==> src/sfp_pkg.sv <==
package sfp_pkg;

   // Frame header bytes
   localparam logic [7:0] SYNC_FIRST  = 8'h55;
   localparam logic [7:0] SYNC_SECOND = 8'hAA;
   localparam logic [7:0] CHK_SEED    = 8'hFF;

   // Datapoint ids inside a report frame
   localparam logic [7:0] DP_TEMPERATURE = 8'd1;
   localparam logic [7:0] DP_HUMIDITY    = 8'd2;
   localparam logic [7:0] DP_IGNORED     = 8'd9;

   // Conversion constants: tenths C to tenths F is x*90/50 + 320
   localparam logic [31:0] TEMP_SCALE   = 32'd90;
   localparam logic [31:0] TEMP_BIAS    = 32'd320;
   localparam logic [31:0] HUMID_SCALE  = 32'd10;
   // Floor divide by 50: halve, then multiply by ceil(2^36/25) and drop 36 bits
   localparam logic [31:0] RECIP_25     = 32'd2748779070;
   localparam int          RECIP_SHIFT  = 36;

   localparam logic [7:0] REPORT_CMD_RESET = 8'd7;

   typedef enum logic [2:0] {
      PH_HUNT    = 3'd0,
      PH_SYNC    = 3'd1,
      PH_VERSION = 3'd2,
      PH_COMMAND = 3'd3,
      PH_LEN_HI  = 3'd4,
      PH_LEN_LO  = 3'd5,
      PH_PAYLOAD = 3'd6
   } phase_type;

   typedef enum logic [2:0] {
      KIND_NONE        = 3'd0,
      KIND_TEMPERATURE = 3'd1,
      KIND_HUMIDITY    = 3'd2,
      KIND_IGNORED     = 3'd3,
      KIND_UNKNOWN     = 3'd4
   } kind_type;

   typedef enum logic [1:0] {
      CSR_FAHRENHEIT   = 2'd0,
      CSR_TEMP_OFFSET  = 2'd1,
      CSR_HUMID_OFFSET = 2'd2,
      CSR_REPORT_CODE  = 2'd3
   } csr_index_type;

   // One finished frame
   typedef struct packed {
      logic        good;
      logic [7:0]  command;
      logic [7:0]  version;
      logic [15:0] length;
      logic [7:0]  first;
      logic [7:0]  second;
      kind_type    kind;
      logic [31:0] value;
   } frame_rec_type;

   // Frame plus scaled values on the way to the result register
   typedef struct packed {
      frame_rec_type frame;
      logic [31:0]   scaled;
      logic [31:0]   humid;
   } conv_rec_type;

endpackage

==> src/sfp_parser.sv <==
module sfp_parser #(
   parameter int BUFFER_DEPTH = 64
) (
   input  logic                  clock,
   input  logic                  reset,
   input  logic                  req_valid,
   input  logic [7:0]            req_rx_byte,
   output logic                  req_stall,
   input  logic [7:0]            report_code,
   output logic                  rec_valid,
   output sfp_pkg::frame_rec_type rec,
   input  logic                  rec_ready
);
   import sfp_pkg::*;

   localparam int              IW        = $clog2(BUFFER_DEPTH);
   localparam logic [IW-1:0]   LAST_IDX  = IW'(BUFFER_DEPTH - 1);
   localparam logic [15:0]     DEPTH_LEN = 16'(BUFFER_DEPTH);

   phase_type     phase_ff, phase_in;
   logic [7:0]    version_ff, version_in;
   logic [7:0]    command_ff, command_in;
   logic [15:0]   length_ff, length_in;
   logic [IW-1:0] index_ff, index_in;
   logic [7:0]    sum_ff, sum_in;
   logic [7:0]    first_ff, first_in;
   logic [7:0]    second_ff, second_in;
   logic [31:0]   value_ff, value_in;
   logic          rec_valid_ff, rec_valid_in;
   frame_rec_type rec_ff, rec_in;

   logic take;
   logic in_payload;
   logic frame_end;
   logic fits;
   logic good;
   kind_type kind;

   // Hold input while a finished frame cannot move on
   assign req_stall  = rec_valid_ff && !rec_ready;
   assign take       = req_valid && !req_stall;
   assign in_payload = (phase_ff == PH_PAYLOAD);
   assign frame_end  = in_payload && ((16'(index_ff) >= length_ff) || (index_ff == LAST_IDX));
   assign fits       = length_ff < DEPTH_LEN;
   assign good       = fits && (sum_ff == req_rx_byte);

   // Next phase
   always_comb begin
      phase_in = phase_ff;
      unique case (phase_ff)
         PH_HUNT: begin
            if (take && req_rx_byte == SYNC_FIRST) phase_in = PH_SYNC;
            else if (take && req_rx_byte == SYNC_SECOND) phase_in = PH_VERSION;
         end
         PH_SYNC: begin
            if (take && req_rx_byte == SYNC_SECOND) phase_in = PH_VERSION;
         end
         PH_VERSION: begin
            if (take) phase_in = PH_COMMAND;
         end
         PH_COMMAND: begin
            if (take) phase_in = PH_LEN_HI;
         end
         PH_LEN_HI: begin
            if (take) phase_in = PH_LEN_LO;
         end
         PH_LEN_LO: begin
            if (take) phase_in = PH_PAYLOAD;
         end
         PH_PAYLOAD: begin
            if (take && frame_end) phase_in = PH_HUNT;
         end
         default: phase_in = PH_HUNT;
      endcase
   end

   // Capture the payload entries that the result reports
   always_comb begin
      first_in  = first_ff;
      second_in = second_ff;
      value_in  = value_ff;
      if (take && in_payload) begin
         case (index_ff)
            IW'(0): first_in = req_rx_byte;
            IW'(1): second_in = req_rx_byte;
            IW'(4): value_in[31:24] = req_rx_byte;
            IW'(5): value_in[23:16] = req_rx_byte;
            IW'(6): value_in[15:8] = req_rx_byte;
            IW'(7): value_in[7:0] = req_rx_byte;
            default: ;
         endcase
      end
   end

   // Classify a good report frame by its datapoint id
   always_comb begin
      kind = KIND_NONE;
      if (good && command_ff == report_code) begin
         case (first_in)
            DP_TEMPERATURE: kind = KIND_TEMPERATURE;
            DP_HUMIDITY:    kind = KIND_HUMIDITY;
            DP_IGNORED:     kind = KIND_IGNORED;
            default:        kind = KIND_UNKNOWN;
         endcase
      end
   end

   // Header fields, running checksum and frame record
   always_comb begin
      version_in   = version_ff;
      command_in   = command_ff;
      length_in    = length_ff;
      index_in     = index_ff;
      sum_in       = sum_ff;
      rec_valid_in = rec_valid_ff && !rec_ready;
      rec_in       = rec_ff;
      if (take) begin
         unique case (phase_ff)
            PH_VERSION: version_in = req_rx_byte;
            PH_COMMAND: command_in = req_rx_byte;
            PH_LEN_HI:  length_in = {req_rx_byte, 8'h00};
            PH_LEN_LO: begin
               length_in = {length_ff[15:8], req_rx_byte};
               index_in  = '0;
               sum_in    = CHK_SEED + req_rx_byte + version_ff + command_ff;
            end
            PH_PAYLOAD: begin
               sum_in = sum_ff + req_rx_byte;
               if (frame_end) begin
                  index_in       = '0;
                  rec_valid_in   = 1'b1;
                  rec_in.good    = good;
                  rec_in.command = command_ff;
                  rec_in.version = version_ff;
                  rec_in.length  = length_ff;
                  rec_in.first   = first_in;
                  rec_in.second  = second_in;
                  rec_in.kind    = kind;
                  rec_in.value   = value_in;
               end else begin
                  index_in = index_ff + 1'b1;
               end
            end
            default: ;
         endcase
      end
   end

   always_ff @(posedge clock) begin
      if (reset) begin
         phase_ff     <= PH_HUNT;
         index_ff     <= '0;
         first_ff     <= '0;
         second_ff    <= '0;
         value_ff     <= '0;
         rec_valid_ff <= 1'b0;
      end else begin
         phase_ff     <= phase_in;
         index_ff     <= index_in;
         first_ff     <= first_in;
         second_ff    <= second_in;
         value_ff     <= value_in;
         rec_valid_ff <= rec_valid_in;
      end
   end

   always_ff @(posedge clock) begin
      version_ff <= version_in;
      command_ff <= command_in;
      length_ff  <= length_in;
      sum_ff     <= sum_in;
      rec_ff     <= rec_in;
   end

   assign rec_valid = rec_valid_ff;
   assign rec       = rec_ff;

endmodule

==> src/sfp_convert.sv <==
module sfp_convert (
   input  logic                   clock,
   input  logic                   reset,
   input  logic                   in_valid,
   input  sfp_pkg::frame_rec_type in_rec,
   output logic                   in_ready,
   output logic                   out_valid,
   output sfp_pkg::conv_rec_type  out_rec,
   input  logic                   out_ready
);
   import sfp_pkg::*;

   logic         scale_valid_ff, scale_valid_in;
   conv_rec_type scale_ff, scale_in;
   logic         div_valid_ff, div_valid_in;
   conv_rec_type div_ff, div_in;
   logic         scale_ready;
   logic         div_ready;
   logic [62:0]  recip_prod;

   assign div_ready   = !div_valid_ff || out_ready;
   assign scale_ready = !scale_valid_ff || div_ready;
   assign in_ready    = scale_ready;

   // Scale stage: value*90 for Fahrenheit, value*10 for humidity
   always_comb begin
      scale_valid_in = scale_valid_ff && !div_ready;
      scale_in       = scale_ff;
      if (in_valid && scale_ready) begin
         scale_valid_in  = 1'b1;
         scale_in.frame  = in_rec;
         scale_in.scaled = in_rec.value * TEMP_SCALE;
         scale_in.humid  = in_rec.value * HUMID_SCALE;
      end
   end

   // Divide stage: floor(x/50) as floor((x>>1)/25) by reciprocal
   assign recip_prod = 63'(scale_ff.scaled[31:1]) * 63'(RECIP_25);

   always_comb begin
      div_valid_in = div_valid_ff && !out_ready;
      div_in       = div_ff;
      if (scale_valid_ff && div_ready) begin
         div_valid_in  = 1'b1;
         div_in        = scale_ff;
         div_in.scaled = 32'(recip_prod[62:RECIP_SHIFT]);
      end
   end

   always_ff @(posedge clock) begin
      if (reset) begin
         scale_valid_ff <= 1'b0;
         div_valid_ff   <= 1'b0;
      end else begin
         scale_valid_ff <= scale_valid_in;
         div_valid_ff   <= div_valid_in;
      end
   end

   always_ff @(posedge clock) begin
      scale_ff <= scale_in;
      div_ff   <= div_in;
   end

   assign out_valid = div_valid_ff;
   assign out_rec   = div_ff;

endmodule

==> src/sensor_frame_parser_unit.sv <==
// Serial frame receiver for a temperature / humidity sensor module.
// Request channel: one received byte per request (req_valid, req_rx_byte,
// req_stall). The block hunts for the 0x55 0xAA header, reads version,
// command and a 16-bit length, collects the payload and checks the 8-bit
// additive checksum. A frame whose length reaches BUFFER_DEPTH ends after
// BUFFER_DEPTH payload bytes and is reported as bad.
// Response channel: one response per finished frame (rsp_valid ... rsp_stall)
// carrying the header, payload bytes 0 and 1, the reading kind and the
// stored temperature and humidity after this frame's update.
// Throughput: one byte per cycle while req_stall is low. A response passes
// from the byte that ends the frame through the frame register, the x90/x10
// scale stage, the reciprocal divide stage and the response register.
// A stalled response holds; bytes keep flowing until the three internal
// frame stages are full, then req_stall rises.
// Reset (synchronous) returns the parser to header hunting, clears the
// stored readings and payload entries and loads the register defaults.
// csr_*: write fahrenheit mode, offsets and report command while idle.
module sensor_frame_parser_unit #(
   parameter int BUFFER_DEPTH = 64
) (
   input  logic        clock,
   input  logic        reset,
   input  logic        req_valid,
   input  logic [7:0]  req_rx_byte,
   output logic        req_stall,
   output logic        rsp_valid,
   input  logic        rsp_stall,
   output logic        rsp_checksum_good,
   output logic [7:0]  rsp_frame_command,
   output logic [7:0]  rsp_frame_version,
   output logic [15:0] rsp_payload_length,
   output logic [7:0]  rsp_payload_first,
   output logic [7:0]  rsp_payload_second,
   output logic [2:0]  rsp_reading_kind,
   output logic [31:0] rsp_temperature_value,
   output logic [31:0] rsp_humidity_value,
   output logic        rsp_value_changed,
   input  logic        csr_valid,
   output logic        csr_ready,
   input  logic [1:0]  csr_index,
   input  logic [7:0]  csr_data
);
   import sfp_pkg::*;

   logic          fahrenheit_ff;
   logic [7:0]    temp_offset_ff;
   logic [7:0]    humid_offset_ff;
   logic [7:0]    report_code_ff;

   logic          frame_valid;
   frame_rec_type frame_rec;
   logic          frame_ready;
   logic          conv_valid;
   conv_rec_type  conv_rec;
   logic          conv_ready;

   logic          rsp_valid_ff, rsp_valid_in;
   frame_rec_type rsp_ff, rsp_in;
   logic          changed_ff, changed_in;
   logic [31:0]   temp_ff, temp_in;
   logic [31:0]   humid_ff, humid_in;
   logic [31:0]   temp_calc;
   logic [31:0]   humid_calc;
   logic          load;

   // Configuration writes
   assign csr_ready = 1'b1;

   always_ff @(posedge clock) begin
      if (reset) begin
         fahrenheit_ff   <= 1'b0;
         temp_offset_ff  <= '0;
         humid_offset_ff <= '0;
         report_code_ff  <= REPORT_CMD_RESET;
      end else if (csr_valid && csr_ready) begin
         unique case (csr_index_type'(csr_index))
            CSR_FAHRENHEIT:   fahrenheit_ff <= csr_data[0];
            CSR_TEMP_OFFSET:  temp_offset_ff <= csr_data;
            CSR_HUMID_OFFSET: humid_offset_ff <= csr_data;
            CSR_REPORT_CODE:  report_code_ff <= csr_data;
            default: ;
         endcase
      end
   end

   sfp_parser #(
      .BUFFER_DEPTH(BUFFER_DEPTH)
   ) u_parser (
      .clock       (clock),
      .reset       (reset),
      .req_valid   (req_valid),
      .req_rx_byte (req_rx_byte),
      .req_stall   (req_stall),
      .report_code (report_code_ff),
      .rec_valid   (frame_valid),
      .rec         (frame_rec),
      .rec_ready   (frame_ready)
   );

   sfp_convert u_convert (
      .clock     (clock),
      .reset     (reset),
      .in_valid  (frame_valid),
      .in_rec    (frame_rec),
      .in_ready  (frame_ready),
      .out_valid (conv_valid),
      .out_rec   (conv_rec),
      .out_ready (conv_ready)
   );

   // Final readings: conversion select plus sign-extended offsets
   assign temp_calc  = (fahrenheit_ff ? (conv_rec.scaled + TEMP_BIAS) : conv_rec.frame.value)
                       + {{24{temp_offset_ff[7]}}, temp_offset_ff};
   assign humid_calc = conv_rec.humid + {{24{humid_offset_ff[7]}}, humid_offset_ff};

   assign conv_ready = !rsp_valid_ff || !rsp_stall;
   assign load       = conv_valid && conv_ready;

   // Response register and stored readings advance together
   always_comb begin
      rsp_valid_in = rsp_valid_ff && rsp_stall;
      rsp_in       = rsp_ff;
      changed_in   = changed_ff;
      temp_in      = temp_ff;
      humid_in     = humid_ff;
      if (load) begin
         rsp_valid_in = 1'b1;
         rsp_in       = conv_rec.frame;
         changed_in   = 1'b0;
         case (conv_rec.frame.kind)
            KIND_TEMPERATURE: begin
               changed_in = (temp_calc != temp_ff);
               temp_in    = temp_calc;
            end
            KIND_HUMIDITY: begin
               changed_in = (humid_calc != humid_ff);
               humid_in   = humid_calc;
            end
            default: ;
         endcase
      end
   end

   always_ff @(posedge clock) begin
      if (reset) begin
         rsp_valid_ff <= 1'b0;
         temp_ff      <= '0;
         humid_ff     <= '0;
      end else begin
         rsp_valid_ff <= rsp_valid_in;
         temp_ff      <= temp_in;
         humid_ff     <= humid_in;
      end
   end

   always_ff @(posedge clock) begin
      rsp_ff     <= rsp_in;
      changed_ff <= changed_in;
   end

   assign rsp_valid             = rsp_valid_ff;
   assign rsp_checksum_good     = rsp_ff.good;
   assign rsp_frame_command     = rsp_ff.command;
   assign rsp_frame_version     = rsp_ff.version;
   assign rsp_payload_length    = rsp_ff.length;
   assign rsp_payload_first     = rsp_ff.first;
   assign rsp_payload_second    = rsp_ff.second;
   assign rsp_reading_kind      = rsp_ff.kind;
   assign rsp_temperature_value = temp_ff;
   assign rsp_humidity_value    = humid_ff;
   assign rsp_value_changed     = changed_ff;

endmodule

==> config.mk <==
export PLATFORM = sky130hd
export DESIGN_NAME = sensor_frame_parser_unit
export DESIGN_NICKNAME = d
export VERILOG_FILES = /design/src/sfp_pkg.sv /design/src/sfp_parser.sv /design/src/sfp_convert.sv /design/src/sensor_frame_parser_unit.sv
export SDC_FILE = /design/constraint.sdc
export NUM_CORES = 2
export LEC_CHECK = 0
export BUFFER_PORTS_ARGS = -buffer_cell sky130_fd_sc_hd__buf_2
export CORE_UTILIZATION = 50
export DETAILED_ROUTE_END_ITERATION = 8
export PLACE_DENSITY = 0.66
export SETUP_SLACK_MARGIN = 0.5
export SYNTH_ARGS = -nofsm -noshare
export SYNTH_HDL_FRONTEND = slang
export SYNTH_SLANG_ARGS = --single-unit
==> constraint.sdc <==
create_clock -name clock -period 20.7 [get_ports clock]
set_clock_uncertainty 0.1 [all_clocks]
set_input_delay 4.14 -clock clock [delete_from_list [all_inputs] [get_ports clock]]
set_output_delay 4.14 -clock clock [all_outputs]
set_load 0.01 [all_outputs]
==> flow_summary.ini <==
[timing]
fmax_mhz = 108
hold_viol = 0
rsz0062_at_grt = false
worst_pin_slew_ps = 1120
period_minus_slack_ps = 9230
period_share_pct = 44.6
whs_ps = 307
max-slew-margin-rel_pct = 24.9
slew_viol_final = 0
tns_ps = 0
setup_violations = 0

[clocking]
h-tree-depth = 2
cts_setup_buffers = 0
cts_tree = yes
cts_buffer_depth = 3
cts_resized = 0
numCtsBuffers = 61
cts_root_buf = clkbuf_16
clkTransAtPathRegs_ps = 60
cts.sinks = 608
cts_hold_buf = 0
worstSkewPairLatency_ps = 650

[logic_synthesis]
synth_flop_cell = edfxtp_1
yosys-top-cells-count = 693 x inv_1, 565 x ha_1, 458 x edfxtp_1, 435 x fa_1, 263 x nand2_1
synth_fp_nets = 5173
synth.distinct_cells = 98
synth_edf_count = 458
synthArstFlopShare_pct = 0
synth_area_leaders = edfxtp_1 30%, fa_1 19%, ha_1 15%
yosys_warnings = 0
syn_inst = 4150
synth_top_cell_area_share_pct = 29.6
synth_area_per_cell_um2 = 11.2
yosys.area.top_type = edfxtp_1
syn-cell-area_um2 = 46500
synth_most_common_cell = inv_1
seq_area_frac_synth_pct = 36.0
synth-seq-cells = 608

[global_route]
grt_max_degree = 82
grt_pass1_vias = 30000
grt_util_all_layers_pct = 24.0
antenna_found_initial = 3
grt_first_pass_wirelength_um = 175000
gr-total-overflow = 0

[routing]
drt_iter0_drc = 2056
vias_per_cell = 5.37
drt-wirelength-per-cell_um = 19.9
dr_total_vias = 29900
drc_errors = 0
drtAntennaViolNets = 0
firstDrtPassIters = 5
routed_wl_um = 111000

[layout]
antenna_cells = 0
fillers = 7881
fin_nets = 5301
regArea_um2 = 16800
drive_above_1_share_pct = 7.83
area_growth_pct = 8.92
multiInputGateArea_um2 = 26800
post-route-util_pct = 55.1

[worst_setup_path]
startpoint_type = primary input
crit_fanout = 5
r2r_cells = 26
critical_path_class = primary input to primary output
ff2ff_setup_slack_ps = 12370
crit_buf_inv = 3
crit_family = simple AND/OR/NAND/NOR gates
path_common_cell = buf_2
cp_data_required_time_ps = 16460
crit_chain = buf_2 -> and3_1 -> nand3_1 -> inv_1 -> buf_2
slowest_delay_ps = 340
critPathSlowestCell = and3_1
end_kind = primary output
r2r_end = u_convert.out_rec[47]
timing.rr.start = u_convert.scale_ff[65]
cp.arrival_ps = 4990

[min_path]
hold_path_class = register to register
hold_start = u_convert.scale_ff[125]
hold-path-endpoint = u_convert.out_rec[125]
hold-path-cell-count = 0

[floorplan]
die_w_um = 307
rows = 111
die_h_um = 307
ios = 143
core_area_um2 = 91900
die_area_um2 = 94200
initial_core_util_pct = 50.6

[job]
cap_violations = 0

[power]
leakagePower_nw = 22.2
power_density_nw_per_um2 = 52.6
irDropWorstVdd_mv = 0.0682

[placement]
routabilityCongestion = 0.942
port_buffers = 141
dpl.hpwl_um = 89800

[run_status]
status = finished, final reports clean
[layout make-up]
cell class,instances,share of cell area (%)
clock inverters,36,0.808
clock buffers,79,3.37
flip-flops and latches,608,33.1
repair buffers,158,1.65
multi-input cells,2753,52.9
well taps,1243,3.07
inverters,696,5.16
[worst reg2reg max path: stages, from the launching register on]
cell       delay (ps)
edfxtp_1          720
inv_1             200
fa_1              610
inv_1              60
ha_1              210
fa_1              370
inv_1              80
fa_1              400
inv_1              90
fa_1              430
fa_1              470
fa_1              490
inv_1              50
fa_1              480
inv_1              40
ha_1              340
a21o_1            210
a21o_1            170
a21o_1            190
a2111oi_2         420
nor2_1            150
a2111oi_0         830
o211ai_1          250
a31oi_1           260
o21ai_0           180
a21oi_1           210
xnor2_1            80
[sequential cells by signal, summed over array words and instances (netlist names), 16 cells and up]
name / count
rsp_payload_length: 16
u_convert.out_rec: 140
u_parser.length_ff: 16
rsp_humidity_value: 32
u_convert.scale_ff: 141
u_parser.value_ff: 32
u_parser.rec: 84
rsp_temperature_value: 32
[layout by cell type, fill, tap and decap left out, types with 77 or more instances in the layout]
master / count
a21o_1: 84
a21oi_1: 227
buf_2: 140
dfxtp_1: 149
edfxtp_1: 458
fa_1: 435
ha_1: 565
inv_1: 692
nand2_1: 263
nor2_1: 214
o21ai_0: 122
xnor2_1: 134
xor2_1: 77
[how the worst max path moves through the flow]
stage	cells past startpoint	slack (ps)	end	start
4_1_cts	5	11460	req_stall	rsp_stall
3_5_place_dp	5	11480	req_stall	rsp_stall
2_1_floorplan	2	5230	u_convert.scale_ff[100]	rsp_stall
3_3_place_gp	5	11510	req_stall	rsp_stall
6_report	5	11470	req_stall	rsp_stall
5_1_grt	5	11370	req_stall	rsp_stall
[cells by family (layout without fill, tap and decap cells)]
family / count (synthesis) / count (layout) / synth area share (%)
adders and majority gates: 1000 / 1000 / 33.9
AOI/OAI and AO/OA: 657 / 657 / 9.09
buffers and inverters: 789 / 969 / 6.44
other: 1 / 1 / 0.00806
DFF: 608 / 608 / 36.0
and+or+nand+nor: 807 / 807 / 8.25
xor gates and xnor gates: 231 / 231 / 4.96
muxes: 57 / 57 / 1.30
[report_power, final]
part	internal [W]	switching (W)	leakage (nW)	total, W
clock	0.000650	0.000484	1.02	0.00113
sequential	0.00130	0.00000163	4.75	0.00130
combinational	0.0000954	0.000134	16.5	0.000229
[per-layer routing]
metal	up-vias	GRT usage, %	part of all wire [%]	wire, um
met3	132	2.70	4.3	4780
met1	14800	34.9	47	52700
met5	-	0	0.012	13
met2	602	38.9	46	51500
li1	14400	-	-	-
met4	2	4.52	1.9	2070
[per-stage QoR]
stage               setup slack (ps)  total power (W)  area [um^2]  instances
CTS                            11460          0.00268        50700       5573
floorplan                       5230          0.00150        46500       4150
finish                         11470          0.00266        50700       5573
detailed placement             11480          0.00155        48500       5458
global route                   11370          0.00275        50700       5573
global placement               11510          0.00155        48500       5458
No activity file was read; power rests on OpenSTA's default activity.
